<file path="src/rtl/ncpd_pkg.sv">
// ncpd_pkg: shared types, constants and tables for the composite pixel decoder.
// No dependencies; imported by every module in rtl/.
package ncpd_pkg;

  localparam int SAMPLE_W     = 16;
  localparam int WINDOW_DEPTH = 12;
  localparam int PHASE_W      = 4;
  localparam int MAX_SAMPLES  = 16;
  localparam int MAX_WIDTH    = 2048;
  localparam int MAX_RESULTS  = 8;
  localparam int LUMA_W       = 20;
  localparam int CHROMA_W     = 24;
  localparam int CARRY_W      = 13;
  localparam int COLUMN_W     = 12;
  localparam int COL_OUT_W    = 11;
  localparam int SPP_W        = 5;
  localparam int OW_W         = 12;
  localparam int REM_W        = 5;
  localparam int RES_CNT_W    = 4;
  localparam int FQ_DEPTH     = 2;
  localparam int FQ_PTR_W     = 1;
  localparam int FQ_CNT_W     = 2;
  localparam int OUT_DEPTH    = 8;
  localparam int OUT_PTR_W    = 3;
  localparam int OUT_CNT_W    = 4;
  localparam int OCC_W        = 5;
  localparam int ACC_W        = 42;
  localparam int T_W          = 10;

  localparam logic signed [16:0] K_R_V   = 17'sd9338;
  localparam logic signed [16:0] K_G_U   = 17'sd3233;
  localparam logic signed [16:0] K_G_V   = 17'sd4756;
  localparam logic signed [16:0] K_B_U   = 17'sd16647;
  localparam logic [T_W-1:0]     RECIP3  = 10'd683;

  localparam logic signed [SAMPLE_W-1:0] LEVEL_TAB [16] = '{
    -16'sd873,  16'sd0,    16'sd2495, 16'sd5905,
    16'sd3160,  16'sd5489, 16'sd8192, 16'sd8192,
    -16'sd1248, -16'sd582, 16'sd1414, 16'sd4158,
    16'sd1954,  16'sd3784, 16'sd6071, 16'sd6071
  };

  localparam logic signed [SAMPLE_W-1:0] SIN_TAB [WINDOW_DEPTH] = '{
    16'sd15826,  16'sd15826,  16'sd11585,  16'sd4240,  -16'sd4240, -16'sd11585,
    -16'sd15826, -16'sd15826, -16'sd11585, -16'sd4240, 16'sd4240,  16'sd11585
  };

  localparam logic signed [SAMPLE_W-1:0] COS_TAB [WINDOW_DEPTH] = '{
    16'sd4240,   -16'sd4240,  -16'sd11585, -16'sd15826, -16'sd15826, -16'sd11585,
    -16'sd4240,  16'sd4240,   16'sd11585,  16'sd15826,  16'sd15826,  16'sd11585
  };

  typedef enum logic [1:0] {
    REG_START_PHASE = 2'd0,
    REG_SPP         = 2'd1,
    REG_SATURATION  = 2'd2,
    REG_OUT_WIDTH   = 2'd3
  } cfg_reg_t;

  typedef struct packed {
    logic [3:0]      start_phase;
    logic [SPP_W-1:0] samples_per_pixel;
    logic            saturation_on;
    logic [OW_W-1:0] out_width;
  } cfg_t;

  typedef struct packed {
    logic [8:0] pixel_index;
    logic       line_start;
    logic       frame_start;
  } in_item_t;

  typedef struct packed {
    logic [7:0]           red;
    logic [7:0]           green;
    logic [7:0]           blue;
    logic [COL_OUT_W-1:0] column;
    logic                 last_in_run;
  } out_item_t;

  typedef enum logic [1:0] {
    OP_NONE  = 2'd0,
    OP_LINE  = 2'd1,
    OP_FRAME = 2'd2
  } op_t;

  typedef struct packed {
    op_t                op;
    logic [3:0]         hue;
    logic [1:0]         level;
    logic [2:0]         emph;
    logic [PHASE_W-1:0] phase0;
  } job_t;

  typedef enum logic {
    TOK_PIXEL  = 1'b0,
    TOK_FINISH = 1'b1
  } tok_kind_t;

  typedef struct packed {
    logic                 valid;
    tok_kind_t            kind;
    logic [COL_OUT_W-1:0] col;
  } tok_t;

  typedef struct packed {
    logic signed [LUMA_W-1:0]   luma;
    logic signed [CHROMA_W-1:0] u;
    logic signed [CHROMA_W-1:0] v;
  } sums_t;

  typedef enum logic {
    SEQ_IDLE = 1'b0,
    SEQ_RUN  = 1'b1
  } seq_state_t;

  function automatic logic in_phase(input logic [3:0] c, input logic [PHASE_W-1:0] p);
    logic [4:0] total;
    logic [4:0] m;
    total = {1'b0, c} + {1'b0, p};
    if (total >= 5'd24) begin
      m = total - 5'd24;
    end else if (total >= 5'd12) begin
      m = total - 5'd12;
    end else begin
      m = total;
    end
    return m < 5'd6;
  endfunction

  function automatic logic [PHASE_W-1:0] phase_prev(input logic [PHASE_W-1:0] p);
    logic [PHASE_W-1:0] r;
    if (p == '0 || p > PHASE_W'(WINDOW_DEPTH - 1)) begin
      r = PHASE_W'(WINDOW_DEPTH - 1);
    end else begin
      r = p - PHASE_W'(1);
    end
    return r;
  endfunction

endpackage

</file>
<file path="src/rtl/ncpd_front.sv">
// ncpd_front: accepts palette pixels, decodes hue/level/emphasis and line ops,
// and holds them in a short job queue. Depends on ncpd_pkg.
module ncpd_front import ncpd_pkg::*; (
  input  logic       clk,
  input  logic       rst,
  input  logic       push,
  output logic       full,
  input  in_item_t   item,
  input  logic [3:0] start_phase,
  output job_t       job,
  output logic       job_valid,
  input  logic       job_take
);

  job_t                q_mem [FQ_DEPTH];
  logic [FQ_PTR_W-1:0] wr_ptr;
  logic [FQ_PTR_W-1:0] rd_ptr;
  logic [FQ_CNT_W-1:0] cnt;
  job_t                dec;
  logic                push_ok;
  logic                take_ok;
  logic [3:0]          hue;

  assign full      = (cnt == FQ_CNT_W'(FQ_DEPTH));
  assign job_valid = (cnt != '0);
  assign job       = q_mem[rd_ptr];
  assign push_ok   = push && !full;
  assign take_ok   = job_take && job_valid;
  assign hue       = item.pixel_index[3:0];

  always_comb begin
    dec.hue = hue;
    if (hue > 4'd13) begin
      dec.level = 2'd1;
      dec.emph  = 3'd0;
    end else begin
      dec.level = item.pixel_index[5:4];
      dec.emph  = item.pixel_index[8:6];
    end
    if (item.frame_start) begin
      dec.op = OP_FRAME;
    end else if (item.line_start) begin
      dec.op = OP_LINE;
    end else begin
      dec.op = OP_NONE;
    end
    if (start_phase >= 4'd12) begin
      dec.phase0 = start_phase - 4'd12;
    end else begin
      dec.phase0 = start_phase;
    end
  end

  always_ff @(posedge clk) begin
    if (push_ok) begin
      q_mem[wr_ptr] <= dec;
    end
  end

  always_ff @(posedge clk) begin
    if (rst) begin
      wr_ptr <= '0;
      rd_ptr <= '0;
      cnt    <= '0;
    end else begin
      if (push_ok) begin
        wr_ptr <= wr_ptr + FQ_PTR_W'(1);
      end
      if (take_ok) begin
        rd_ptr <= rd_ptr + FQ_PTR_W'(1);
      end
      unique case ({push_ok, take_ok})
        2'b10:   cnt <= cnt + FQ_CNT_W'(1);
        2'b01:   cnt <= cnt - FQ_CNT_W'(1);
        default: cnt <= cnt;
      endcase
    end
  end

endmodule

</file>
<file path="config.mk">
export PLATFORM = sky130hd
export DESIGN_NAME = ncpd_front
export DESIGN_NICKNAME = d
export VERILOG_FILES = /design/src/rtl/ncpd_pkg.sv /design/src/rtl/ncpd_front.sv
export SDC_FILE = /design/constraint.sdc
export NUM_CORES = 1
export LEC_CHECK = 0
export BUFFER_PORTS_ARGS = -buffer_cell sky130_fd_sc_hd__buf_2
export CORE_MARGIN = 8
export CORE_UTILIZATION = 40
export CTS_CLUSTER_SIZE = 16
export DETAILED_ROUTE_END_ITERATION = 10
export GPL_ROUTABILITY_DRIVEN = 0
export PLACE_DENSITY = 0.61
export SLEW_MARGIN = 25
export SYNTH_ARGS = -nofsm -noshare
export SYNTH_HDL_FRONTEND = slang
export SYNTH_SLANG_ARGS = --single-unit
</file>
<file path="constraint.sdc">
create_clock -name clk -period 2.8 [get_ports clk]
set_input_delay 0.14 -clock clk [delete_from_list [all_inputs] [get_ports clk]]
set_output_delay 0.14 -clock clk [all_outputs]
set_load 0.1 [all_outputs]
</file>
Yosys cells after proc, flatten, opt, wreduce, memory -nomap -nowiden
Memory sizes are Yosys's and may differ from the RTL's. A register that Yosys moved wholly into a read port is not among the register bits.
Cells that the tools add are included.
Storage, ports and cells
  memories: 1
  input port bits: 19
  register bits: 4
  memory bits (writable): 30
  output and inout port bits: 17
  word-level logic and storage cells: 28
Operators by class
  multiplexer cells: 9
  $lt $le $gt $ge: 2
  equality and inequality tests: 3
  add/subtract/negate cells: 5
  reductions and logical operators: 5
Memories
  q_mem: words 2, width 15, read ports 1, clocked after memory_dff 1, write ports 1, line ncpd_front.sv:15  | job_t q_mem [FQ_DEPTH];
Operators with widths (number)
  two-way mux 1 bit: 5
  two-way mux 5 bit: 1
  equality test 2 bit, second input constant: 2
  >= comparator 4 bit, second input constant: 1
  > comparator 4 bit, second input constant: 1
  two-way mux 4 bit: 1
  case mux 2 bit (2 select lines): 1
  nonzero test 2 bit: 2
  subtractor 4 bit, second input constant: 1
  adder 1 bit, second input constant: 2
  adder 2 x 1 -> 2 bit, second input constant: 1
  equality test 2 x 1 -> 1 bit, second input constant: 1
  logical AND 1 bit: 2
  two-way mux 2 bit: 1
  subtractor 2 x 1 -> 2 bit, second input constant: 1
  logical NOT 1 bit: 1

Logic depth before layout (Yosys ltp)
  depth after elaboration: 5
  depth in mapped cells: 6
  mapped depth without buffers: 6

Least setup slack after synthesis
OpenSTA, ideal clock, no wires.
  kind: reg-to-reg
  start point: reg cnt[0]
  end point: mem q_mem[0][0] (netlist bit) (enable)
  arrival: 1.435 ns
  period minus slack after synthesis: 1.794 ns
  path buffers: 0
  setup time: 0.359 ns
  path slack: 1.006 ns
  cell stages (with the launch flop): 5
  required time: 2.441 ns
  path through: dfxtp_1 -> nand2b_2 -> inv_2 -> or3_1 -> inv_1
Between the ends
  cells in the longest elaborated chain, start to end: 5
Ends and longest elaborated chain
  start, declared: line ncpd_front.sv:18  | logic [FQ_CNT_W-1:0] cnt;
  start signal, assigned: line ncpd_front.sv:73  | 2'b10: cnt <= cnt + FQ_CNT_W'(1);
  start signal, assigned: line ncpd_front.sv:74  | 2'b01: cnt <= cnt - FQ_CNT_W'(1);
  start signal, assigned: line ncpd_front.sv:75  | default: cnt <= cnt;
  equality test 2 bit: line ncpd_front.sv:24  | assign full = (cnt == FQ_CNT_W'(FQ_DEPTH));
  net full: line ncpd_front.sv:7  | output logic full,
  logical NOT 1 bit: line ncpd_front.sv:27  | assign push_ok = push && !full;
  logical AND 1 bit: line ncpd_front.sv:27
  two-way mux 1 bit: line ncpd_front.sv:55  | if (push_ok) begin
  two-way mux 1 bit (implied by the code): line ncpd_front.sv:56  | q_mem[wr_ptr] <= dec;
  end, declared: line ncpd_front.sv:15
The timed path passes the listed nets, and every way through them passes these cells.

==> out/qor.yml <==
status: "completed"
worstReg2RegEnd: "q_mem[0][2]"
via_per_inst: 4.47
cts_resized: 0
ff2ff_setup_slack_ns: 1.05
clockBufferDepth: 2
antenna_found_initial: 0
start_kind: "flip-flop"
worstPathMaxFanout: 15
htree_levels: 2
die_area_sq_mm: 0.00553
dieWidth_microns: 74.4
io_pins: 36
ys_ff_latch: 35
crit_chain: "mux2_2 -> buf_2"
r2r_cells: 4
whs_path_depth: 1
hold_class: "in2reg"
drc: 0
cts_tree: "done"
seqCellArea_sq_mm: 0.00100
cp.arrival_ns: 1.78
ys_seq_area_frac: 0.735
setup_viol: 0
grt_remaining_overflow: 0
fillers: 321
fp.dieH_microns: 74.4
worstSetupPathType: "reg2out"
skew_ns: 0.00791
finalHoldViolations: 0
clock-root-buffer: "clkbuf_4"
yosysWarningCount: 0
synthCells: 82
syn_area_per_cell_sq_um: 16.6
io_buffers: 35
yosysTopAreaCell: "edfxtp_1"
worst_slew_pin_slew_ns: 0.728
cts_buffers: 5
rsz0062_at_grt: "false"
place_hpwl_microns: 1690
core.rowCount: 21
hold_path_end: "q_mem[1][11]"
rr_startpoint: "cnt[0]"
crit_slowest_cell: "dfxtp_1"
clk_pin_slew_worst_paths_ns: 0.10
cts.sinks: 35
ant_nets: 0
areaGrowthSynthToFinish_pct: 23.1
critPathTopFamily: "flip-flops"
cap_violations: 0
path_buf_inv: 1
synth_area_leaders: "edfxtp_1 (66%), mux2_2 (12%), dfxtp_1 (7.3%)"
grt_max_degree: 16
cp.required_ns: 2.66
yosys.cell_types.count: 23
nets: 146
drt_first_pass_iters: 3
layout-drive-gt1-share: 0.472
track_usage: 0.0912
core_sq_mm: 0.00331
hold_start: "item[4]"
insertion_delay_ns: 0.32
grt_pass1_vias: 861
slowest_delay_ns: 0.75
vias: 774
syn_nets: 102
syn_area_sq_mm: 0.00136
dr.first_iter.drc_count: 27
max-slew-margin-rel: 0.514
grt_pass1_wl_microns: 3680
routed_wl_microns: 2350
tns_ns: 0
fmaxAchievable_ghz: 0.522
post-route-period-util: 0.685
report.final.slew_viol_count: 0
synthDominantCellAreaShare: 0.661
routedWlPerCell_microns: 13.6
initial_core_util: 0.412
diodes: 0
crit_path_end_kind: "primary output"
min_period_ns: 1.92
multi_input_area_sq_um: 339
==> worst register-to-register path: cells and delay by family, from the launching register on <==
kind	cells	cell delay, ns
AND/OR/NAND/NOR	2	0.49
flip-flops	1	0.41
buffers and inverters	2	0.50
==> cells in the final DEF (no fill, tap or decap), drive strengths merged <==
cell type    instances
buf                 35
inv                  3
nand3                1
clkinv               1
dfxtp                5
or2                  1
xor2                 1
nand2                1
edfxtp              30
clkinvlp             1
o21ai                2
or3                  2
and3                 1
clkbuf               6
ha                   1
nand2b               2
and2                 4
xnor2                2
a21oi                2
nor2                 3
nor2b                3
o21a                 1
mux2                15
dlygate4sd3          4
==> per-stage QoR <==
step | instances | setup slack [ns] | hold WS (ns) | util | instance area [sq um]
2_1_floorplan | 82 | 1.01 | 0.209 | - | 1360
3_3_place_gp | 161 | 1.08 | 0.331 | 0.478 | 1580
3_5_place_dp | 161 | 1.03 | 0.332 | 0.478 | 1580
4_1_cts | 173 | 0.820 | 0.0107 | 0.507 | 1680
5_1_grt | 173 | 0.773 | 0.00796 | 0.507 | 1680
6_report | 173 | 0.883 | 0.0212 | 0.507 | 1680
==> layout make-up <==
class	instances	area share
Sequential cell	35	0.597
Inverter	3	0.00671
Multi-Input combinational cell	42	0.202
Clock inverter	2	0.00746
Clock buffer	6	0.0246
Tap cell	46	0.0343
Timing Repair Buffer	39	0.128
==> repair_timing <==
item                                   4_1_cts  5_1_grt
endpoints found under the hold margin        8        0
hold buffers                                 4        0
setup buffers                                0        0
==> state kept, by name, summed over array words and instances (netlist names), named ones only <==
register / count
q_mem: 30
wr_ptr: 1
cnt: 2
rd_ptr: 1
==> cell usage after synthesis <==
library cell and instances:
a21oi_1 2, and2_1 4, and3_1 1, buf_4 1, clkbuf_1 1, dfxtp_1 5, edfxtp_1 30, ha_1 1
inv_1 2, inv_2 1, mux2_2 15, nand2_1 1, nand2b_1 1, nand2b_2 1, nand3_1 1, nor2_1 3
nor2b_1 3, o21a_1 1, o21ai_0 2, or2_2 1, or3_1 2, xnor2_1 2, xor2_1 1
==> worst max path at each step <==
stage              start      endpoint  slack (ns)  cells past startpoint
4_1_cts        flip-flop        job[4]        0.82                      2
5_1_grt        flip-flop       job[12]        0.77                      2
6_report       flip-flop       job[14]        0.88                      2
2_1_floorplan     cnt[0]   q_mem[0][0]        1.01                      4
3_5_place_dp      cnt[0]   q_mem[0][1]        1.03                      4
3_3_place_gp      cnt[0]  q_mem[0][13]        1.08                      4
==> kinds of logic (layout without fill, tap and decap cells) <==
kind of cell / after synthesis / after routing / synth area share
flip-flops: 35 / 35 / 0.735
adder cells (fa/ha/maj): 1 / 1 / 0.00918
AND/OR/NAND/NOR: 18 / 18 / 0.0762
buffers and inverters: 5 / 50 / 0.0165
multiplexers: 15 / 15 / 0.124
XOR/XNOR: 3 / 3 / 0.0193
AO/OA/AOI/OAI: 5 / 5 / 0.0202
==> routing by layer <==
metal / vias to the layer above / track usage / routed length (microns)
met5: - / 0 / 0
met4: 0 / 0.0587 / 39
met3: 5 / 0.0377 / 184
met2: 21 / 0.164 / 1260
met1: 363 / 0.0822 / 871
li1: 385 / - / -
Power is not shown: default switching activity piles up to over one toggle a cycle in this logic, so the estimate is an artifact.
