<file path="config.mk">
export PLATFORM = sky130hd
export DESIGN_NAME = ncpd_rgb
export DESIGN_NICKNAME = d
export VERILOG_FILES = /design/src/rtl/ncpd_pkg.sv /design/src/rtl/ncpd_rgb.sv
export SDC_FILE = /design/constraint.sdc
export NUM_CORES = 2
export LEC_CHECK = 0
export BUFFER_PORTS_ARGS = -buffer_cell sky130_fd_sc_hd__clkbuf_2
export CORE_MARGIN = 2
export CORE_UTILIZATION = 25
export CTS_BUF_LIST = sky130_fd_sc_hd__clkbuf_4 sky130_fd_sc_hd__clkbuf_8
export DETAILED_ROUTE_END_ITERATION = 7
export MAX_ROUTING_LAYER = met4
export SYNTH_ARGS = -nofsm -noshare
export SYNTH_HDL_FRONTEND = slang
export SYNTH_SLANG_ARGS = --single-unit
</file>
<file path="constraint.sdc">
create_clock -name clk -period 6.44 [get_ports clk]
set_clock_uncertainty 0.2 [all_clocks]
set_input_delay 1.288 -clock clk [delete_from_list [all_inputs] [get_ports clk]]
set_output_delay 1.288 -clock clk [all_outputs]
set_load 0.02 [all_outputs]
</file>
<file path="src/rtl/ncpd_pkg.sv">
// ncpd_pkg: shared types, constants and tables for the composite pixel decoder.
// No dependencies; imported by every module in rtl/.
package ncpd_pkg;

  localparam int SAMPLE_W     = 16;
  localparam int WINDOW_DEPTH = 12;
  localparam int PHASE_W      = 4;
  localparam int MAX_SAMPLES  = 16;
  localparam int MAX_WIDTH    = 2048;
  localparam int MAX_RESULTS  = 8;
  localparam int LUMA_W       = 20;
  localparam int CHROMA_W     = 24;
  localparam int CARRY_W      = 13;
  localparam int COLUMN_W     = 12;
  localparam int COL_OUT_W    = 11;
  localparam int SPP_W        = 5;
  localparam int OW_W         = 12;
  localparam int REM_W        = 5;
  localparam int RES_CNT_W    = 4;
  localparam int FQ_DEPTH     = 2;
  localparam int FQ_PTR_W     = 1;
  localparam int FQ_CNT_W     = 2;
  localparam int OUT_DEPTH    = 8;
  localparam int OUT_PTR_W    = 3;
  localparam int OUT_CNT_W    = 4;
  localparam int OCC_W        = 5;
  localparam int ACC_W        = 42;
  localparam int T_W          = 10;

  localparam logic signed [16:0] K_R_V   = 17'sd9338;
  localparam logic signed [16:0] K_G_U   = 17'sd3233;
  localparam logic signed [16:0] K_G_V   = 17'sd4756;
  localparam logic signed [16:0] K_B_U   = 17'sd16647;
  localparam logic [T_W-1:0]     RECIP3  = 10'd683;

  localparam logic signed [SAMPLE_W-1:0] LEVEL_TAB [16] = '{
    -16'sd873,  16'sd0,    16'sd2495, 16'sd5905,
    16'sd3160,  16'sd5489, 16'sd8192, 16'sd8192,
    -16'sd1248, -16'sd582, 16'sd1414, 16'sd4158,
    16'sd1954,  16'sd3784, 16'sd6071, 16'sd6071
  };

  localparam logic signed [SAMPLE_W-1:0] SIN_TAB [WINDOW_DEPTH] = '{
    16'sd15826,  16'sd15826,  16'sd11585,  16'sd4240,  -16'sd4240, -16'sd11585,
    -16'sd15826, -16'sd15826, -16'sd11585, -16'sd4240, 16'sd4240,  16'sd11585
  };

  localparam logic signed [SAMPLE_W-1:0] COS_TAB [WINDOW_DEPTH] = '{
    16'sd4240,   -16'sd4240,  -16'sd11585, -16'sd15826, -16'sd15826, -16'sd11585,
    -16'sd4240,  16'sd4240,   16'sd11585,  16'sd15826,  16'sd15826,  16'sd11585
  };

  typedef enum logic [1:0] {
    REG_START_PHASE = 2'd0,
    REG_SPP         = 2'd1,
    REG_SATURATION  = 2'd2,
    REG_OUT_WIDTH   = 2'd3
  } cfg_reg_t;

  typedef struct packed {
    logic [3:0]      start_phase;
    logic [SPP_W-1:0] samples_per_pixel;
    logic            saturation_on;
    logic [OW_W-1:0] out_width;
  } cfg_t;

  typedef struct packed {
    logic [8:0] pixel_index;
    logic       line_start;
    logic       frame_start;
  } in_item_t;

  typedef struct packed {
    logic [7:0]           red;
    logic [7:0]           green;
    logic [7:0]           blue;
    logic [COL_OUT_W-1:0] column;
    logic                 last_in_run;
  } out_item_t;

  typedef enum logic [1:0] {
    OP_NONE  = 2'd0,
    OP_LINE  = 2'd1,
    OP_FRAME = 2'd2
  } op_t;

  typedef struct packed {
    op_t                op;
    logic [3:0]         hue;
    logic [1:0]         level;
    logic [2:0]         emph;
    logic [PHASE_W-1:0] phase0;
  } job_t;

  typedef enum logic {
    TOK_PIXEL  = 1'b0,
    TOK_FINISH = 1'b1
  } tok_kind_t;

  typedef struct packed {
    logic                 valid;
    tok_kind_t            kind;
    logic [COL_OUT_W-1:0] col;
  } tok_t;

  typedef struct packed {
    logic signed [LUMA_W-1:0]   luma;
    logic signed [CHROMA_W-1:0] u;
    logic signed [CHROMA_W-1:0] v;
  } sums_t;

  typedef enum logic {
    SEQ_IDLE = 1'b0,
    SEQ_RUN  = 1'b1
  } seq_state_t;

  function automatic logic in_phase(input logic [3:0] c, input logic [PHASE_W-1:0] p);
    logic [4:0] total;
    logic [4:0] m;
    total = {1'b0, c} + {1'b0, p};
    if (total >= 5'd24) begin
      m = total - 5'd24;
    end else if (total >= 5'd12) begin
      m = total - 5'd12;
    end else begin
      m = total;
    end
    return m < 5'd6;
  endfunction

  function automatic logic [PHASE_W-1:0] phase_prev(input logic [PHASE_W-1:0] p);
    logic [PHASE_W-1:0] r;
    if (p == '0 || p > PHASE_W'(WINDOW_DEPTH - 1)) begin
      r = PHASE_W'(WINDOW_DEPTH - 1);
    end else begin
      r = p - PHASE_W'(1);
    end
    return r;
  endfunction

endpackage

</file>
<file path="src/rtl/ncpd_rgb.sv">
// ncpd_rgb: holds the newest result to mark the last of each run, converts YUV
// sums to clamped RGB in a short pipeline, and queues results. Depends on ncpd_pkg.
module ncpd_rgb import ncpd_pkg::*; (
  input  logic      clk,
  input  logic      rst,
  input  tok_t      tok,
  input  sums_t     sums,
  output logic      room,
  output logic      empty,
  input  logic      pop,
  output out_item_t result
);

  typedef struct packed {
    logic           zero;
    logic           sat;
    logic [T_W-1:0] t;
  } chan_t;

  logic                       pend_valid;
  sums_t                      pend;
  logic [COL_OUT_W-1:0]       pend_col;

  logic                       s1_valid;
  logic                       s1_last;
  logic [COL_OUT_W-1:0]       s1_col;
  logic signed [ACC_W-1:0]    s1_y, s1_rv, s1_gu, s1_gv, s1_bu;

  logic                       s2_valid;
  logic                       s2_last;
  logic [COL_OUT_W-1:0]       s2_col;
  logic signed [ACC_W-1:0]    s2_r, s2_g, s2_b;

  logic                       s3_valid;
  logic                       s3_last;
  logic [COL_OUT_W-1:0]       s3_col;
  chan_t                      s3_r, s3_g, s3_b;

  out_item_t                  q_mem [OUT_DEPTH];
  logic [OUT_PTR_W-1:0]       wr_ptr;
  logic [OUT_PTR_W-1:0]       rd_ptr;
  logic [OUT_CNT_W-1:0]       cnt;

  logic                       launch;
  logic                       launch_last;
  logic                       tok_pix;
  logic                       pop_ok;
  logic [OCC_W-1:0]           occ;
  out_item_t                  conv;

  function automatic chan_t classify(input logic signed [ACC_W-1:0] acc);
    chan_t      c;
    logic [37:0] x;
    c.zero = acc[ACC_W-1] || (acc == '0);
    c.sat  = !acc[ACC_W-1] && (acc[ACC_W-2:30] != '0);
    x      = {acc[29:0], 8'd0} - {8'd0, acc[29:0]};
    c.t    = x[37:28];
    return c;
  endfunction

  function automatic logic [7:0] to_byte(input chan_t c);
    logic [19:0] q;
    logic [7:0]  b;
    q = 20'(c.t) * 20'(RECIP3);
    if (c.zero) begin
      b = 8'd0;
    end else if (c.sat || q[19]) begin
      b = 8'd255;
    end else begin
      b = q[18:11];
    end
    return b;
  endfunction

  assign tok_pix     = tok.valid && (tok.kind == TOK_PIXEL);
  assign launch      = tok.valid && pend_valid;
  assign launch_last = (tok.kind == TOK_FINISH);
  assign pop_ok      = pop && !empty;
  assign empty       = (cnt == '0);
  assign result      = q_mem[rd_ptr];

  assign occ = OCC_W'(cnt) + OCC_W'(tok_pix) + OCC_W'(pend_valid) + OCC_W'(s1_valid) +
               OCC_W'(s2_valid) + OCC_W'(s3_valid);
  assign room = (occ < OCC_W'(OUT_DEPTH));

  always_ff @(posedge clk) begin
    if (rst) begin
      pend_valid <= 1'b0;
      s1_valid   <= 1'b0;
      s2_valid   <= 1'b0;
      s3_valid   <= 1'b0;
    end else begin
      if (tok.valid) begin
        pend_valid <= tok_pix;
      end
      s1_valid <= launch;
      s2_valid <= s1_valid;
      s3_valid <= s2_valid;
    end
  end

  always_ff @(posedge clk) begin
    if (tok_pix) begin
      pend     <= sums;
      pend_col <= tok.col;
    end
    s1_last <= launch_last;
    s1_col  <= pend_col;
    s1_y    <= ACC_W'($signed({pend.luma, 13'd0}));
    s1_rv   <= pend.v * K_R_V;
    s1_gu   <= pend.u * K_G_U;
    s1_gv   <= pend.v * K_G_V;
    s1_bu   <= pend.u * K_B_U;
    s2_last <= s1_last;
    s2_col  <= s1_col;
    s2_r    <= s1_y + s1_rv;
    s2_g    <= s1_y - s1_gu - s1_gv;
    s2_b    <= s1_y + s1_bu;
    s3_last <= s2_last;
    s3_col  <= s2_col;
    s3_r    <= classify(s2_r);
    s3_g    <= classify(s2_g);
    s3_b    <= classify(s2_b);
  end

  always_comb begin
    conv.red         = to_byte(s3_r);
    conv.green       = to_byte(s3_g);
    conv.blue        = to_byte(s3_b);
    conv.column      = s3_col;
    conv.last_in_run = s3_last;
  end

  always_ff @(posedge clk) begin
    if (s3_valid) begin
      q_mem[wr_ptr] <= conv;
    end
  end

  always_ff @(posedge clk) begin
    if (rst) begin
      wr_ptr <= '0;
      rd_ptr <= '0;
      cnt    <= '0;
    end else begin
      if (s3_valid) begin
        wr_ptr <= wr_ptr + OUT_PTR_W'(1);
      end
      if (pop_ok) begin
        rd_ptr <= rd_ptr + OUT_PTR_W'(1);
      end
      unique case ({s3_valid, pop_ok})
        2'b10:   cnt <= cnt + OUT_CNT_W'(1);
        2'b01:   cnt <= cnt - OUT_CNT_W'(1);
        default: cnt <= cnt;
      endcase
    end
  end

endmodule

</file>
# Yosys cells after proc, flatten, opt, wreduce, memory -nomap -nowiden
# Memory sizes are Yosys's and may differ from the RTL's. A register that Yosys moved wholly into a read port is not among the register bits.
# Index checks and enable logic that the tools add are counted.
# word_totals
ff_bits,469
out_inout_bits,38
word_cells,97
inputBits,84
ramBits,288
n_memories,1
# op_classes
order_cmp,1
mux,11
mul,7
n_reduce_logical,24
eq_ne,2
add_sub_neg,16
bitwise,1
# memory_table
memory,depth,width,rd,rd_ports_with_merged_regs,write_ports,line,text
q_mem,8,36,1,1,1,ncpd_rgb.sv:39,out_item_t q_mem [OUT_DEPTH];
# ops
cell,count
$logic_not A42 Y1,3
$sub A38 B30 Y38,3
$mul A10 B10 Y20 const B,3
$mux W8,6
$add A33 B42 Y42,1
$sub A42 B42 Y42,1
$add A33 B40 Y41,1
$mul A24 B16 Y40 const B,1
$mul A24 B14 Y38 const B,1
$sub A33 B37 Y38,1
$mul A24 B13 Y37 const B,1
$mul A24 B12 Y36 const B,1
$reduce_bool A11 Y1,3
$add A5 B1 Y5,4
$pmux W4 S2,1
$add A3 B1 Y3 const B,2
$logic_and A1 B1 Y1,6
$logic_or A1 B1 Y1,6
$mux W3,2
$add A4 B1 Y5,1
$lt A5 B4 Y1 const B,1
$add A4 B1 Y4 const B,1
$logic_not A1 Y1,4
$logic_not A4 Y1,1
other kinds (6),7

# Logic depth before layout (Yosys ltp)
# logic_depth
depth_word,8
mapped_depth,21
mapped_depth_nobuf,21

# Worst setup path before layout
# No wires, ideal clock.
# synth_path
kind,register -> register
startpoint,register pend[7] in the netlist's numbering
endpoint,register s1_rv[37]
path_slack_ns,0.816
t_arrival_ns,5.306
stages_incl_launch_ff,22
synth_period_minus_slack_ns,5.624
n_path_buf,0
required_ns,6.122
setup_time_ns,0.118
path_cell_list,edfxtp_1 inv_1 fa_1 inv_1 ha_1 ha_1 inv_1 fa_1 inv_1 fa_1 inv_1 fa_1 inv_1 ha_1 a21o_1 a221o_1 a221oi_1 o211ai_1 o2111ai_1 nor3_1 o221a_2 xor2_1
# synth_between
elab_chain_cells,1
# synth_rtl
element,line,text
from (decl),ncpd_rgb.sv:21,sums_t pend;
from (signal assigned),ncpd_rgb.sv:104,pend <= sums;
$mul A24 B14 Y38,ncpd_rgb.sv:110,s1_rv <= pend.v * K_R_V;
to (signal assigned),ncpd_rgb.sv:110,
to (decl),ncpd_rgb.sv:27,"logic signed [ACC_W-1:0] s1_y, s1_rv, s1_gu, s1_gv, s1_bu;"
# Every way passes these cells.
# A chain may end at the register's enable or synchronous reset.

# Worst setup path after layout
# layout_path
startpoint,register pend[9] in the netlist's numbering
endpoint,register s1_rv[37]
# Same word-level chain as after synthesis.

==> results summary <==
The number of buffers added by the clock tree synthesis step came out at about 130. The achievable frequency came out at around 0.17 GHz. The critical path starts at pend[9]$_DFFE_PP_.

The first-pass GRT wire length came out at ~210 mm. The critical hold path startpoint is s1_bu[9]$_DFF_P_. The setup slack after layout came out at about 0.45 ns. The vertical die dimension came out at around 470 µm. Setup repair after global routing left no endpoint under its margin.

The share of synthesized area occupied by flip-flops and latches came out at 0.3459. In the final routed layout, each cell accounts on average for roughly 16 µm. The time the final worst path needs with I/O delays and setup is between 5 and 6 ns. The average size of a mapped cell came out at between 10 and 15 µm².

Dividing the detail-routed via count by the number of cells gives approximately 4.5. The post-detailed-placement half-perimeter wirelength is 101.6 mm. The number of buffers inserted by hold repair at cts came out at 0. Counting flops with a built-in enable in the synthesized netlist gives roughly 370. The via count of the first global-routing pass is between 30,000 and 40,000. The endpoint of the worst hold path is s2_b[9]$_DFF_P_. The most used flip-flop cell after synthesis is dfxtp_1. The first detailed-routing pass took 7 iterations.

The startpoint type of the worst setup path is a flip-flop. The proportion of register bits with asynchronous set or reset after synthesis came out at 0. The setup total negative slack came out at 0 ns.

The area enclosed by the die boundary came out at between 0.2 and 0.25 mm². The fraction of the cycle the final worst path needs came out at 0.9303. The startpoint identified for the worst register-to-register timing path is pend[9]$_DFFE_PP_.

The minimum setup slack among reg-to-reg paths came out at ~0.45 ns. The biggest area contributor in the post-synthesis netlist is edfxtp_1. The width of the die came out at 467.8 µm. The number of cells upsized or downsized after cts is 0. The critical path goes through fa_1 -> ha_1 -> ha_1 -> fa_1 -> fa_1 -> inv_1 -> fa_1 -> inv_1 -> ha_1 -> nand4_1 -> nor4_1 -> a221oi_1 -> buf_4 -> o211ai_1 -> o2111ai_1 -> nor3_1 -> o221a_2 -> xor2_1.

The number of antenna violations at the first check in global routing is 6. The post-route DRC violation count is 0. The sequential cells in the finished layout cover a total of roughly 0.019 mm².

The cell at the root of the clock tree is clkbuf_8. The global-route congestion overflow total came out at 0. TritonCTS built the clock tree. After clock tree synthesis, the clock-pin slew on the worst setup and hold paths is 0.06 ns. Yosys printed 0 warnings. The number of hold violations in the final report came out at 0. The minimum setup slack after placement came out at about 0.45 ns. The final hold slack came out at between 0.09 and 0.1 ns.

The cell with the most instances on the worst path is fa_1. The total wire length after detailed routing came out at roughly 130 mm. The data arrival time of the worst path came out at roughly 6.6 ns. The gate count of the mapped netlist came out at about 4,800. The run finished with clean final reports. The library cell used most frequently in the layout, excluding fill and tap cells, is ha_1.

The clock passes through at most 3 buffers. The actual slew at the worst max-slew pin is between 1 and 1.5 ns. The total of max-cap violations is 0.

The clock latency on the worst-skew pair is slightly below 0.9 ns. The library cells used most frequently in the layout, excluding fill and tap cells, are 800 x ha_1, 757 x inv_1, 377 x dfxtp_1, 368 x fa_1, 367 x edfxtp_1. The area of combinational cells with multiple inputs came out at about 0.032 mm². Entering global routing, the biggest net connects 44 pins. The cell depth of the worst min-delay path is 0.

Headroom to the max-slew limit came out at 0.2602. The count of input and output buffers is roughly 120. The worst setup path is of the flip-flop to flip-flop kind.

In this run the worst hold path is classified as flip-flop to flip-flop. The detailed router finished its first iteration with around 2,000 violations. The endpoint type of the worst setup path is a flip-flop.

In this run the critical register-to-register path is captured at s1_rv[37]$_DFF_P_. The starting utilization of the core area is 0.2511. The count of clock tree sinks is 746. The share of final-layout standard cells stronger than drive strength 1 is 0.1067. In the post-synthesis netlist, the biggest area contributors are edfxtp_1 20%, ha_1 19%, dfxtp_1 14%. The area inside the core boundary is between 0.2 and 0.25 mm². The slowest cell on the critical path is edfxtp_1.

The placement row count is 170. The filler cell count in the final layout came out at 21,980. The largest stage delay on the critical path came out at 0.75 ns. Routability-driven placement finished with a final weighted congestion of 0.8768. The number of pins exceeding their max-slew limit in the final report is 0. The summed instance area of the synthesized netlist came out at ~0.054 mm².

Counting tap cells, the placed design contains a total of slightly below 8,000 instances. Measured in cells, the most critical reg-to-reg path has a length of 18. For this run, the total global-route usage over all layers was measured as 0.1229. The I/O pin count came out at ~120.

Counting flops and latches in the post-synthesis netlist gives between 700 and 800. The post-route antenna net violation count came out at 0. The number of H-tree branching levels came out at 4. The area growth from synthesis to layout is 13.33%.

The data required time at the worst endpoint is around 7 ns. For this block, the via count after detailed routing is 36,130. The final setup violation count came out at 0. The largest driver fanout on the critical path came out at 10. The post-CTS setup buffer count is 0.

The number of unique standard cell types used by synthesis came out at 81. The number of nets in the final layout came out at 6,319. The post-layout instance count excluding filler cells is 8,015. The net count after synthesis came out at a little over 6,000. The share of Yosys cell area claimed by the top area cell type is 0.2049.
## per-stage QoR
stage          cell area, µm²    util
2_1_floorplan           53790       -
3_3_place_gp            58000  0.2708
3_5_place_dp            58000  0.2708
4_1_cts                 60950  0.2845
5_1_grt                 60950  0.2846
6_report                60960  0.2846
## flip-flops by register name, summed over array words and instances, names as in the netlist, 20 cells and up, named ones only
register,count
pend,68
q_mem,288
s1_bu,40
s1_gu,36
s1_gv,36
s1_rv,35
s1_y,20
s2_b,41
s2_g,41
s2_r,41
## layout make-up
type	instances	area share
Inverter	758	0.04671
Antenna cell	5	0.0002053
Multi-Input combinational cell	3275	0.5270
Sequential cell	746	0.3053
Timing Repair Buffer	155	0.01412
Clock buffer	194	0.04031
Clock inverter	44	0.008066
Tap cell	2838	0.05825
## synth_stat cells, drive strengths merged (13+ instances only)
cell type,n
edfxtp,367
o21ai,143
and3,31
nand3,70
fa,368
or2,16
nor2b,34
clkbuf,57
o211ai,34
buf,13
nor2,202
mux4,72
nand4,46
dfxtp,379
ha,800
and2,13
nand2b,42
nand2,148
a2111oi,20
inv,758
nor3,70
nor4,40
a21oi,258
a31oi,43
a21o,156
a211oi,35
mux2,40
or3,21
a31o,15
xnor2,211
o21a,40
xor2,92
o21bai,34
## worst max-delay path: cells and delay by family (launching register included)
family | cells | cell delay, ns
adder cells (fa/ha/maj) | 7 | 2.96
buffers and inverters | 3 | 0.28
XOR/XNOR | 1 | 0.15
AO/OA/AOI/OAI | 4 | 0.76
AND/OR/NAND/NOR | 3 | 0.82
flip-flops | 1 | 0.75
## logic make-up (layout without fill, tap and decap cells)
logic type | after synthesis | in the layout | synth area share
other | 0 | 5 | 0
buffers and inverters | 828 | 1151 | 0.05781
AOI/OAI and AO/OA | 902 | 902 | 0.1103
DFF | 746 | 746 | 0.3459
muxes | 123 | 123 | 0.04057
xor gates and xnor gates | 303 | 303 | 0.04934
adders and majority gates | 1169 | 1169 | 0.3232
and+or+nand+nor | 778 | 778 | 0.07279
## metal layers
metal,vias to the layer above,part of all wire,GRT usage
met1,17780,0.47,0.1573
met5,-,0,-
met2,649,0.47,0.2009
met4,0,0.023,0.03211
li1,17530,-,-
met3,175,0.042,0.01998
## worst max path at each step
| stage | cells past startpoint | endpoint |
|---|---|---|
| floorplan | 21 | s1_rv[37]$_DFF_P_ |
| global placement | 18 | s1_rv[37]$_DFF_P_ |
| detailed placement | 18 | s1_rv[37]$_DFF_P_ |
| CTS | 18 | s1_rv[37]$_DFF_P_ |
| global route | 18 | s1_rv[37]$_DFF_P_ |
| finish | 18 | s1_rv[37]$_DFF_P_ |
Power is not shown: default switching activity piles up to over one toggle a cycle in this logic, so the estimate is an artifact.
