File: src/rtl/ncpd_pkg.sv
// ncpd_pkg: shared types, constants and tables for the composite pixel decoder.
// No dependencies; imported by every module in rtl/.
package ncpd_pkg;

  localparam int SAMPLE_W     = 16;
  localparam int WINDOW_DEPTH = 12;
  localparam int PHASE_W      = 4;
  localparam int MAX_SAMPLES  = 16;
  localparam int MAX_WIDTH    = 2048;
  localparam int MAX_RESULTS  = 8;
  localparam int LUMA_W       = 20;
  localparam int CHROMA_W     = 24;
  localparam int CARRY_W      = 13;
  localparam int COLUMN_W     = 12;
  localparam int COL_OUT_W    = 11;
  localparam int SPP_W        = 5;
  localparam int OW_W         = 12;
  localparam int REM_W        = 5;
  localparam int RES_CNT_W    = 4;
  localparam int FQ_DEPTH     = 2;
  localparam int FQ_PTR_W     = 1;
  localparam int FQ_CNT_W     = 2;
  localparam int OUT_DEPTH    = 8;
  localparam int OUT_PTR_W    = 3;
  localparam int OUT_CNT_W    = 4;
  localparam int OCC_W        = 5;
  localparam int ACC_W        = 42;
  localparam int T_W          = 10;

  localparam logic signed [16:0] K_R_V   = 17'sd9338;
  localparam logic signed [16:0] K_G_U   = 17'sd3233;
  localparam logic signed [16:0] K_G_V   = 17'sd4756;
  localparam logic signed [16:0] K_B_U   = 17'sd16647;
  localparam logic [T_W-1:0]     RECIP3  = 10'd683;

  localparam logic signed [SAMPLE_W-1:0] LEVEL_TAB [16] = '{
    -16'sd873,  16'sd0,    16'sd2495, 16'sd5905,
    16'sd3160,  16'sd5489, 16'sd8192, 16'sd8192,
    -16'sd1248, -16'sd582, 16'sd1414, 16'sd4158,
    16'sd1954,  16'sd3784, 16'sd6071, 16'sd6071
  };

  localparam logic signed [SAMPLE_W-1:0] SIN_TAB [WINDOW_DEPTH] = '{
    16'sd15826,  16'sd15826,  16'sd11585,  16'sd4240,  -16'sd4240, -16'sd11585,
    -16'sd15826, -16'sd15826, -16'sd11585, -16'sd4240, 16'sd4240,  16'sd11585
  };

  localparam logic signed [SAMPLE_W-1:0] COS_TAB [WINDOW_DEPTH] = '{
    16'sd4240,   -16'sd4240,  -16'sd11585, -16'sd15826, -16'sd15826, -16'sd11585,
    -16'sd4240,  16'sd4240,   16'sd11585,  16'sd15826,  16'sd15826,  16'sd11585
  };

  typedef enum logic [1:0] {
    REG_START_PHASE = 2'd0,
    REG_SPP         = 2'd1,
    REG_SATURATION  = 2'd2,
    REG_OUT_WIDTH   = 2'd3
  } cfg_reg_t;

  typedef struct packed {
    logic [3:0]      start_phase;
    logic [SPP_W-1:0] samples_per_pixel;
    logic            saturation_on;
    logic [OW_W-1:0] out_width;
  } cfg_t;

  typedef struct packed {
    logic [8:0] pixel_index;
    logic       line_start;
    logic       frame_start;
  } in_item_t;

  typedef struct packed {
    logic [7:0]           red;
    logic [7:0]           green;
    logic [7:0]           blue;
    logic [COL_OUT_W-1:0] column;
    logic                 last_in_run;
  } out_item_t;

  typedef enum logic [1:0] {
    OP_NONE  = 2'd0,
    OP_LINE  = 2'd1,
    OP_FRAME = 2'd2
  } op_t;

  typedef struct packed {
    op_t                op;
    logic [3:0]         hue;
    logic [1:0]         level;
    logic [2:0]         emph;
    logic [PHASE_W-1:0] phase0;
  } job_t;

  typedef enum logic {
    TOK_PIXEL  = 1'b0,
    TOK_FINISH = 1'b1
  } tok_kind_t;

  typedef struct packed {
    logic                 valid;
    tok_kind_t            kind;
    logic [COL_OUT_W-1:0] col;
  } tok_t;

  typedef struct packed {
    logic signed [LUMA_W-1:0]   luma;
    logic signed [CHROMA_W-1:0] u;
    logic signed [CHROMA_W-1:0] v;
  } sums_t;

  typedef enum logic {
    SEQ_IDLE = 1'b0,
    SEQ_RUN  = 1'b1
  } seq_state_t;

  function automatic logic in_phase(input logic [3:0] c, input logic [PHASE_W-1:0] p);
    logic [4:0] total;
    logic [4:0] m;
    total = {1'b0, c} + {1'b0, p};
    if (total >= 5'd24) begin
      m = total - 5'd24;
    end else if (total >= 5'd12) begin
      m = total - 5'd12;
    end else begin
      m = total;
    end
    return m < 5'd6;
  endfunction

  function automatic logic [PHASE_W-1:0] phase_prev(input logic [PHASE_W-1:0] p);
    logic [PHASE_W-1:0] r;
    if (p == '0 || p > PHASE_W'(WINDOW_DEPTH - 1)) begin
      r = PHASE_W'(WINDOW_DEPTH - 1);
    end else begin
      r = p - PHASE_W'(1);
    end
    return r;
  endfunction

endpackage

File: src/rtl/ncpd_sampler.sv
// ncpd_sampler: per-pixel sequencer, composite sample generation, 12-deep window,
// running Y/U/V sums and horizontal scaling carry. Depends on ncpd_pkg.
module ncpd_sampler import ncpd_pkg::*; (
  input  logic  clk,
  input  logic  rst,
  input  cfg_t  cfg,
  input  job_t  job,
  input  logic  job_valid,
  output logic  job_take,
  input  logic  room,
  output tok_t  tok,
  output sums_t sums
);

  seq_state_t             state, state_next;
  logic [REM_W-1:0]       rem, rem_next;
  logic [RES_CNT_W-1:0]   count, count_next;
  logic                   stepped, stepped_next;
  logic [PHASE_W-1:0]     phase, phase_next;
  logic [CARRY_W-1:0]     carry, carry_next;
  logic [COLUMN_W-1:0]    column, column_next;
  logic [3:0]             hue, hue_next;
  logic [1:0]             level, level_next;
  logic [2:0]             emph, emph_next;
  tok_t                   tok_next;

  logic signed [SAMPLE_W-1:0] window [WINDOW_DEPTH];
  logic signed [LUMA_W-1:0]   sum_luma;
  logic signed [CHROMA_W-1:0] sum_u;
  logic signed [CHROMA_W-1:0] sum_v;

  logic                       s1_valid;
  logic                       s1_sat;
  logic signed [31:0]         s1_su, s1_ou, s1_sv, s1_ov;
  logic signed [SAMPLE_W:0]   s1_dl;

  logic                       load;
  logic                       do_sample;
  logic                       do_clear;
  logic [SPP_W-1:0]           spp_eff;
  logic [OW_W-1:0]            ow_eff;
  logic [CARRY_W-1:0]         thr;
  logic [PHASE_W-1:0]         p_new;
  logic                       att;
  logic [3:0]                 base;
  logic signed [SAMPLE_W-1:0] lo, hi, smp, old, k_sin, k_cos;
  logic signed [19:0]         du, dv;

  function automatic logic signed [18:0] round13(input logic signed [31:0] v);
    logic signed [31:0] t;
    t = v + 32'sd4096;
    return t[31:13];
  endfunction

  assign sums = '{luma: sum_luma, u: sum_u, v: sum_v};

  always_comb begin
    if (cfg.samples_per_pixel == '0) begin
      spp_eff = SPP_W'(1);
    end else if (cfg.samples_per_pixel > SPP_W'(MAX_SAMPLES)) begin
      spp_eff = SPP_W'(MAX_SAMPLES);
    end else begin
      spp_eff = cfg.samples_per_pixel;
    end
    if (cfg.out_width > OW_W'(MAX_WIDTH)) begin
      ow_eff = OW_W'(MAX_WIDTH);
    end else begin
      ow_eff = cfg.out_width;
    end
    thr = {spp_eff, 8'd0};
  end

  always_comb begin
    p_new = phase_prev(phase);
    att   = (emph[0] && in_phase(4'd12, p_new)) ||
            (emph[1] && in_phase(4'd4, p_new)) ||
            (emph[2] && in_phase(4'd8, p_new));
    base  = {att, 1'b0, level};
    lo    = LEVEL_TAB[base];
    hi    = LEVEL_TAB[base + 4'd4];
    if (hue == 4'd0) begin
      lo = hi;
    end
    if (hue > 4'd12) begin
      hi = lo;
    end
    smp   = in_phase(hue, p_new) ? hi : lo;
    old   = window[p_new];
    k_sin = SIN_TAB[p_new];
    k_cos = COS_TAB[p_new];
  end

  always_comb begin
    state_next   = state;
    rem_next     = rem;
    count_next   = count;
    stepped_next = stepped;
    phase_next   = phase;
    carry_next   = carry;
    column_next  = column;
    hue_next     = hue;
    level_next   = level;
    emph_next    = emph;
    tok_next     = '0;
    job_take     = 1'b0;
    do_sample    = 1'b0;
    do_clear     = 1'b0;
    load         = 1'b0;
    unique case (state)
      SEQ_IDLE: begin
        load = job_valid;
      end
      SEQ_RUN: begin
        if (stepped && carry >= thr) begin
          if (count == RES_CNT_W'(MAX_RESULTS)) begin
            carry_next = carry - thr;
          end else if (room) begin
            carry_next    = carry - thr;
            column_next   = column + COLUMN_W'(1);
            count_next    = count + RES_CNT_W'(1);
            tok_next.valid = 1'b1;
            tok_next.kind  = TOK_PIXEL;
            tok_next.col   = column[COL_OUT_W-1:0];
          end
        end else if (rem != '0) begin
          do_sample    = 1'b1;
          phase_next   = p_new;
          carry_next   = carry + CARRY_W'(ow_eff);
          rem_next     = rem - REM_W'(1);
          stepped_next = 1'b1;
        end else begin
          tok_next.valid = 1'b1;
          tok_next.kind  = TOK_FINISH;
          if (job_valid) begin
            load = 1'b1;
          end else begin
            state_next = SEQ_IDLE;
          end
        end
      end
    endcase
    if (load) begin
      job_take     = 1'b1;
      state_next   = SEQ_RUN;
      hue_next     = job.hue;
      level_next   = job.level;
      emph_next    = job.emph;
      rem_next     = REM_W'(spp_eff);
      count_next   = '0;
      stepped_next = 1'b0;
      if (job.op != OP_NONE) begin
        do_clear    = 1'b1;
        carry_next  = '0;
        column_next = '0;
      end
      if (job.op == OP_FRAME) begin
        phase_next = job.phase0;
      end
    end
  end

  always_ff @(posedge clk) begin
    if (rst) begin
      state   <= SEQ_IDLE;
      rem     <= '0;
      count   <= '0;
      stepped <= 1'b0;
      phase   <= '0;
      carry   <= '0;
      column  <= '0;
      tok     <= '0;
    end else begin
      state   <= state_next;
      rem     <= rem_next;
      count   <= count_next;
      stepped <= stepped_next;
      phase   <= phase_next;
      carry   <= carry_next;
      column  <= column_next;
      tok     <= tok_next;
    end
  end

  always_ff @(posedge clk) begin
    hue   <= hue_next;
    level <= level_next;
    emph  <= emph_next;
  end

  always_ff @(posedge clk) begin
    if (rst || do_clear) begin
      for (int i = 0; i < WINDOW_DEPTH; i++) begin
        window[i] <= '0;
      end
    end else if (do_sample) begin
      window[p_new] <= smp;
    end
  end

  always_ff @(posedge clk) begin
    if (rst) begin
      s1_valid <= 1'b0;
    end else begin
      s1_valid <= do_sample;
    end
  end

  always_ff @(posedge clk) begin
    s1_sat <= cfg.saturation_on;
    s1_su  <= smp * k_sin;
    s1_ou  <= old * k_sin;
    s1_sv  <= smp * k_cos;
    s1_ov  <= old * k_cos;
    s1_dl  <= (SAMPLE_W+1)'(smp) - (SAMPLE_W+1)'(old);
  end

  always_comb begin
    du = 20'(round13(s1_su)) - 20'(round13(s1_ou));
    dv = 20'(round13(s1_sv)) - 20'(round13(s1_ov));
  end

  always_ff @(posedge clk) begin
    if (rst || do_clear) begin
      sum_luma <= '0;
      sum_u    <= '0;
      sum_v    <= '0;
    end else if (s1_valid) begin
      sum_luma <= sum_luma + LUMA_W'(s1_dl);
      if (s1_sat) begin
        sum_u <= sum_u + CHROMA_W'(du);
        sum_v <= sum_v + CHROMA_W'(dv);
      end
    end
  end

endmodule

File: config.mk
export PLATFORM = sky130hd
export DESIGN_NAME = ncpd_sampler
export DESIGN_NICKNAME = d
export VERILOG_FILES = /design/src/rtl/ncpd_pkg.sv /design/src/rtl/ncpd_sampler.sv
export SDC_FILE = /design/constraint.sdc
export NUM_CORES = 2
export LEC_CHECK = 0
export BUFFER_PORTS_ARGS = -buffer_cell sky130_fd_sc_hd__clkbuf_2
export CELL_PAD_IN_SITES_DETAIL_PLACEMENT = 0
export CELL_PAD_IN_SITES_GLOBAL_PLACEMENT = 2
export CORE_ASPECT_RATIO = 1.2
export CORE_MARGIN = 2
export CORE_UTILIZATION = 39
export CTS_BUF_LIST = sky130_fd_sc_hd__clkbuf_8
export DETAILED_ROUTE_END_ITERATION = 7
export GPL_ROUTABILITY_DRIVEN = 1
export PLACE_DENSITY = 0.85
export SLEW_MARGIN = 25
export SYNTH_ARGS = -nofsm -noshare
export SYNTH_HDL_FRONTEND = slang
export SYNTH_SLANG_ARGS = --single-unit
File: constraint.sdc
create_clock -name clk -period 11.2 [get_ports clk]
set_input_delay 2.24 -clock clk [delete_from_list [all_inputs] [get_ports clk]]
set_output_delay 2.24 -clock clk [all_outputs]
set_load 0.02 [all_outputs]
After elaboration in Yosys (flattened, before gate mapping). Memories as Yosys holds them, arrays and structs flattened. Index checks and enable logic that the tools add are counted.

Register bits: 277. Latch bits: 0. Bits in writable memories: 192. Bits in read-only memories: 1024. Output and inout port bits: 82. Memories: 5.

$add $sub $neg: 29. $mul: 4. Divide/modulo/power cells: 0. Order comparisons: 20. Eq/ne operators: 3. Shifts and indexed selects: 0. Multiplexer cells: 71. Bitwise logic cells: 7. Reductions and logical operators: 23.

Memory list: (name not given) (words 16, width 16, rd ports 1, clocked after Yosys merged registers in 0, wr ports 0, line ncpd_sampler.sv:90) `k_cos = COS_TAB[p_new];`; (name not given) (words 16, width 16, rd ports 1, clocked after Yosys merged registers in 0, wr ports 0, line ncpd_sampler.sv:89) `k_sin = SIN_TAB[p_new];`; (name not given) (words 16, width 16, rd ports 1, clocked after Yosys merged registers in 0, wr ports 0, line ncpd_sampler.sv:80) `hi = LEVEL_TAB[base + 4'd4];`; (name not given) (words 16, width 16, rd ports 1, clocked after Yosys merged registers in 0, wr ports 0, line ncpd_sampler.sv:79) `lo = LEVEL_TAB[base];`; window (words 12, width 16, rd ports 1, clocked after Yosys merged registers in 0, wr ports 12, line ncpd_sampler.sv:27) `logic signed [SAMPLE_W-1:0] window [WINDOW_DEPTH];`.

Operator list (number): $mux W16 (12); $add A32 B14 Y32 const B (4); $mul A16 B16 Y32 (4); $mux W13 (9); $mux W12 (7); $mux W5 (14); $add A24 B20 Y24 (2); $sub A19 B19 Y20 (2); $ge A5 B5 Y1 const B (7); $mux W4 (7); $add A20 B17 Y20 (1); $ge A5 B4 Y1 const B (4); $lt A5 B3 Y1 const B (4); $sub A5 B4 Y5 const B (4); $sub A5 B5 Y5 const B (4); $mux W1 (19); $sub A16 B16 Y17 (1); $reduce_or A16 Y1 (1); $not A4 Y5 (3); $add A13 B12 Y13 (1); $ge A13 B13 Y1 (1); $sub A13 B13 Y13 (1); $add A12 B1 Y12 const B (1); $gt A12 B12 Y1 const B (1); other kinds (26) (43).

Longest topological paths before layout.
Word-level depth: 20. Mapped depth: 56. Depth with buffers taken out: 47.

Worst setup path before layout. No wires, ideal clock.

Path kind: reg2reg. Start point: reg phase[0]. End point: reg s1_sv[31]. Library setup time: 0.072 ns. Arrival: 11.812 ns. Required time: 11.128 ns. Slack: -0.684 ns. Cell stages (with the launch flop): 49. Buffers on the path: 10. Cells stage by stage: dfxtp_1 -> buf_2 -> clkinv_1 -> clkbuf_1 -> buf_1 -> clkbuf_1 -> ha_1 -> or3b_1 -> buf_6 -> nand3_2 -> buf_2 -> buf_1 -> buf_1 -> ha_1 -> a21o_1 -> a21oi_1 -> xnor2_1 -> ha_1 -> [... 13 more ...] -> fa_1 -> fa_1 -> inv_1 -> fa_1 -> fa_1 -> inv_1 -> fa_1 -> inv_1 -> ha_1 -> and3_1 -> a221o_1 -> a311o_1 -> o2111ai_1 -> nand3_1 -> a41oi_1 -> nand2_1 -> a41oi_1 -> xnor2_1.

Cells in the longest elaborated chain, start to end: 20. Elaborated cells between the ends (all ways): 59.

Ends and longest elaborated chain: start, declared (line ncpd_sampler.sv:19) `logic [PHASE_W-1:0] phase, phase_next;`; start signal, assigned (line ncpd_sampler.sv:177) `phase <= phase_next;`; $gt A4 B4 Y1 / $logic_not A4 Y1 (equally long branches) (line ncpd_pkg.sv:133) `if (p == '0 || p > PHASE_W'(WINDOW_DEPTH - 1)) begin`; $logic_or A1 B1 Y1 (line ncpd_pkg.sv:133); $mux W4 (*) (line ncpd_pkg.sv:133); $add A4 B4 Y5 / $add A3 B4 Y5 (equally long branches) (line ncpd_pkg.sv:120) `total = {1'b0, c} + {1'b0, p};`; $sub A5 B4 Y5 / $ge A5 B4 Y1 (equally long branches) (line ncpd_pkg.sv:124, ncpd_pkg.sv:123); $mux W5 (line ncpd_pkg.sv:123) `end else if (total >= 5'd12) begin`; $mux W5 (line ncpd_pkg.sv:121) `if (total >= 5'd24) begin`; $lt A5 B3 Y1 (line ncpd_pkg.sv:128) `return m < 5'd6;`; [... 4 more ...]; $not A4 Y5 (implied by the code) (line ncpd_sampler.sv:80); $mem_v2 Z16 W16; $mux W16 (implied by the code) (2 in a row) (line ncpd_sampler.sv:80); $mux W16 (line ncpd_sampler.sv:81) `if (hue == 4'd0) begin`; $mux W16 (line ncpd_sampler.sv:84) `if (hue > 4'd12) begin`; $mux W16 (*) (line ncpd_sampler.sv:87) `smp = in_phase(hue, p_new) ? hi : lo;`; named net smp[12] (line ncpd_sampler.sv:46) `logic signed [SAMPLE_W-1:0] lo, hi, smp, old, k_sin, k_cos;`; $mul A16 B16 Y32 (*) (line ncpd_sampler.sv:212) `s1_sv <= smp * k_cos;`; end signal, assigned (line ncpd_sampler.sv:212); end, declared (line ncpd_sampler.sv:34) `logic signed [31:0] s1_su, s1_ou, s1_sv, s1_ov;`.

Mark *: on every way through the listed nets, which the timed path passes. The rest lies on a longest branch. The select of a mux whose other input is x is not followed. A chain may end at the register's enable or synchronous reset.

Worst setup path in the final report.
Start point: reg phase[1]. End point: reg s1_sv[17].

Same word-level chain as after synthesis.

==> metrics.log <==
[metrics] total count of hold-check failures in the final report: 0
[metrics] path class of the lowest-slack min-delay path: register to register
[metrics] arrival time reported for the critical path endpoint: 11,300 ps
[metrics] Die Wd: approximately 360 um
[metrics] Syn Inst Count: 6,131
[metrics] part of the Yosys area used for sequential elements: between 20% and 30%
[metrics] first-pass GRT wire length: 257,000 um
[metrics] height of the chip: 428 um
[metrics] area of the die: 0.153 mm^2
[metrics] Max stage delay cell, worst path: sky130_fd_sc_hd__fa_1
[metrics] drt pass-1 iters: 7
[metrics] count of buffers inserted at the top-level ports: between 100 and 150
[metrics] number of vias per cell after detailed routing: 4.98
[metrics] CP peak stage delay: 560 ps
[metrics] critical path fanouts, max: 6
[metrics] area inside the core boundary: 0.149 mm^2
[metrics] FF+latch area: 0.0119 mm^2
[metrics] average wire per standard cell: 19.4 um
[metrics] area overhead of the layout relative to synthesis: 9.18%
[metrics] Startpoint Class: register
[metrics] commonest register cell after synthesis: sky130_fd_sc_hd__edfxtp_1
[metrics] share of post-route cells with drive strength above 1: 8.09%
[metrics] CTS clk-pin slew, worst paths: about 60 ps
[metrics] synthesized flop and latch total: ~470
[metrics] sort of element at the end of the critical path: register
[metrics] Synth Area in Simple Gates: between 10% and 20%
[metrics] number of enable flip-flop cells after synthesis: around 250
[metrics] Num CTS Buffers: 84
[metrics] net count of the finished layout: 7,825
[metrics] Synthesis Warnings: 0
[metrics] starting utilization of the core area: 39.3%
[metrics] area of the multi-input gates: 0.0404 mm^2
[metrics] half-perimeter wire length of the detailed placement result: between 100,000 and 150,000 um
[metrics] Tightest Pin Transition: 1170 ps
[metrics] Slew Viols, Final: 0
[metrics] most frequent cells in the layout: 1,476 x sky130_fd_sc_hd__inv_1, 1,041 x sky130_fd_sc_hd__fa_1, 641 x sky130_fd_sc_hd__nor2_1
[metrics] maximum number of pins on one net before global-route repair: 58
[metrics] Slew HR: about 22%
[metrics] final weighted congestion in routability-driven placement: 0.908
[metrics] level count of the clock H-tree: 3
[metrics] library cell appearing most often on the critical path: sky130_fd_sc_hd__inv_1
[metrics] run status: finished with violations
[metrics] buffer type at the clock tree root: sky130_fd_sc_hd__clkbuf_8
[metrics] Post-Route Setup TNS: 0 ps
[metrics] net count of the mapped netlist: approximately 7.7k
[metrics] maximum operating frequency: about 0.094 GHz
[metrics] aggregate global routing overflow: 0
[metrics] number of antenna violations at the first check in global routing: 7
[metrics] final design instance area without fill: 0.0638 mm^2
[metrics] combinational family with the most area after synthesis: adder cells
[metrics] synthesized-area fraction occupied by ao, oa, aoi and oai cells: 7.38%
[metrics] leading cell type in the layout, fill and taps excluded: sky130_fd_sc_hd__inv_1
[metrics] Post-Syn Area per Cell: around 9.5 um^2
[metrics] Antenna Violating Nets Remaining: 0
[metrics] number of design rule violations left after detail routing: 24
[metrics] number of DRC violations after detailed-routing iteration 0: 2,285
[metrics] number of buffers added to fix hold violations after cts: 0
[metrics] Total Routed Length: 162,000 um
[metrics] total placed instance area: 0.0619 mm^2
[metrics] insertion delay to the later sink of the worst-skew pair: approximately 820 ps
[metrics] number of maximum-capacitance violations: 0
[metrics] post-route clock period utilization: 95.2%
[metrics] violations in the final reports: design-rule violations
[metrics] clock buffer depth: 3
[metrics] number of top-level design ports: 123
[metrics] shortest clock period the worst path allows after layout: 10,670 ps
[metrics] share of async-settable or async-resettable flops after synthesis: 0%
[metrics] CTS tree: yes
[metrics] cell area after synthesis: approximately 0.058 mm^2
[metrics] total number of clock tree sinks: 468
[metrics] mux share of post-synthesis cell area: 0.827%
[metrics] area share of xor/xnor cells in the synthesized design: about 3.8%
[metrics] Hold Path Cell Cnt: 2
[metrics] number of failing setup endpoints in the final timing report: 0
[metrics] placement row count: 155
[metrics] critical path type: register to register
[metrics] worst r2r path cells: 44
[metrics] Total Routing Usage GR: 22.0%
[metrics] required time reported for the critical path endpoint: 11,840 ps
[metrics] via count: 41.5k
[metrics] via count of the first global-routing pass: 45.3k
[metrics] worst setup skew after layout: 70.4 ps
[metrics] RSZ-0062 raised after global routing: no
[metrics] post-synthesis share of cell area spent on full adders, half adders and majority gates: a little under half
[metrics] number of distinct library cells after synthesis: 90
[metrics] filler cell count: 14.7k
## layer usage
layer / global-route usage [%] / routed length (um)
met5: 0 / 0
met4: 7.41 / 5690
met3: 2.65 / 7380
met2: 39.7 / 83300
met1: 27.1 / 65600
## final cells by class
cell class	instances	share of cell area [%]
Antenna cell	5	0.0196
Clock buffer	94	2.03
Clock inverter	56	0.661
Inverter	1469	8.67
Multi-Input combinational cell	4006	63.4
Sequential cell	468	18.6
Tap cell	1962	3.85
Timing Repair Buffer	272	2.78
## worst max-delay path: cells and delay by family (launching register included)
family	cells	cell delay, ps
xor gates and xnor gates	2	670
DFF	1	390
and+or+nand+nor	14	2200
muxes	1	310
AOI/OAI and AO/OA	6	1360
adders and majority gates	11	4480
buffers and inverters	10	1070
## cells by family (layout without fill, tap and decap cells)
kind of cell,after synthesis,in the layout
DFF,468,468
other,0,5
adders and majority gates,1483,1483
and+or+nand+nor,1581,1581
muxes,48,48
buffers and inverters,1657,1891
AOI/OAI and AO/OA,641,641
xor gates and xnor gates,253,253
## path summary, 6_finish.rpt
| path | from | slack, ps | end |
|---|---|---|---|
| worst min-delay path | sum_v[20]$_SDFFE_PP0P_ | 470 | sum_v[20]$_SDFFE_PP0P_ |
| worst max register to register | phase[1]$_SDFF_PP0_ | 530 | s1_sv[17]$_DFF_P_ |
| worst max-delay path | phase[1]$_SDFF_PP0_ | 530 | s1_sv[17]$_DFF_P_ |
| worst min register to register | sum_v[20]$_SDFFE_PP0P_ | 470 | sum_v[20]$_SDFFE_PP0P_ |
## sequential cells by signal, summed over array words and instances, names as in the netlist, 11 cells and up
name	cells
carry	13
column	11
s1_dl	17
s1_ou	20
s1_ov	20
s1_su	20
s1_sv	20
sum_luma	20
sum_u	24
sum_v	24
tok	13
window	240
## Yosys cell counts (20+ instances only)
library cell | count | area (um^2)
sky130_fd_sc_hd__edfxtp_1 | 249 | 7480
sky130_fd_sc_hd__nand2b_1 | 51 | 319
sky130_fd_sc_hd__a31oi_1 | 21 | 131
sky130_fd_sc_hd__o21a_1 | 29 | 218
sky130_fd_sc_hd__nand4_1 | 20 | 125
sky130_fd_sc_hd__ha_1 | 442 | 5530
sky130_fd_sc_hd__fa_1 | 1041 | 20800
sky130_fd_sc_hd__nor2_1 | 643 | 2410
sky130_fd_sc_hd__or2_2 | 43 | 269
sky130_fd_sc_hd__mux2i_1 | 46 | 460
sky130_fd_sc_hd__o21ai_0 | 101 | 505
sky130_fd_sc_hd__nor3_1 | 63 | 315
sky130_fd_sc_hd__a21boi_0 | 32 | 240
sky130_fd_sc_hd__nand3_1 | 90 | 450
sky130_fd_sc_hd__clkbuf_1 | 157 | 589
sky130_fd_sc_hd__xnor2_1 | 165 | 1450
sky130_fd_sc_hd__and2_1 | 43 | 269
sky130_fd_sc_hd__inv_1 | 1460 | 5480
sky130_fd_sc_hd__xor2_1 | 88 | 771
sky130_fd_sc_hd__a21o_1 | 50 | 375
sky130_fd_sc_hd__nor2b_1 | 43 | 269
sky130_fd_sc_hd__a211oi_1 | 20 | 150
sky130_fd_sc_hd__o22ai_1 | 20 | 125
sky130_fd_sc_hd__and3_1 | 44 | 275
sky130_fd_sc_hd__buf_1 | 23 | 86.3
sky130_fd_sc_hd__dfxtp_1 | 219 | 4380
sky130_fd_sc_hd__a21oi_1 | 196 | 981
sky130_fd_sc_hd__nand2_1 | 504 | 1890
## stage by stage
step           setup WS [ps]  hold WS [ps]  std cells  util [%]
3_3_place_gp             299           454       8172      41.6
4_1_cts                  170           470       8323      42.8
6_report                 535           466       8332      42.9
5_1_grt                 35.5           488       8329      42.9
3_5_place_dp             242           462       8173      41.6
2_1_floorplan           98.4           450       6131         -
## timing repair
item	in CTS	in global routing
buffers inserted	0	4
endpoints found under the setup margin	0	11
resized for setup	0	13
hold endpoints to repair	0	0
Power is not shown: default switching activity piles up to over one toggle a cycle in this logic, so the estimate is an artifact.
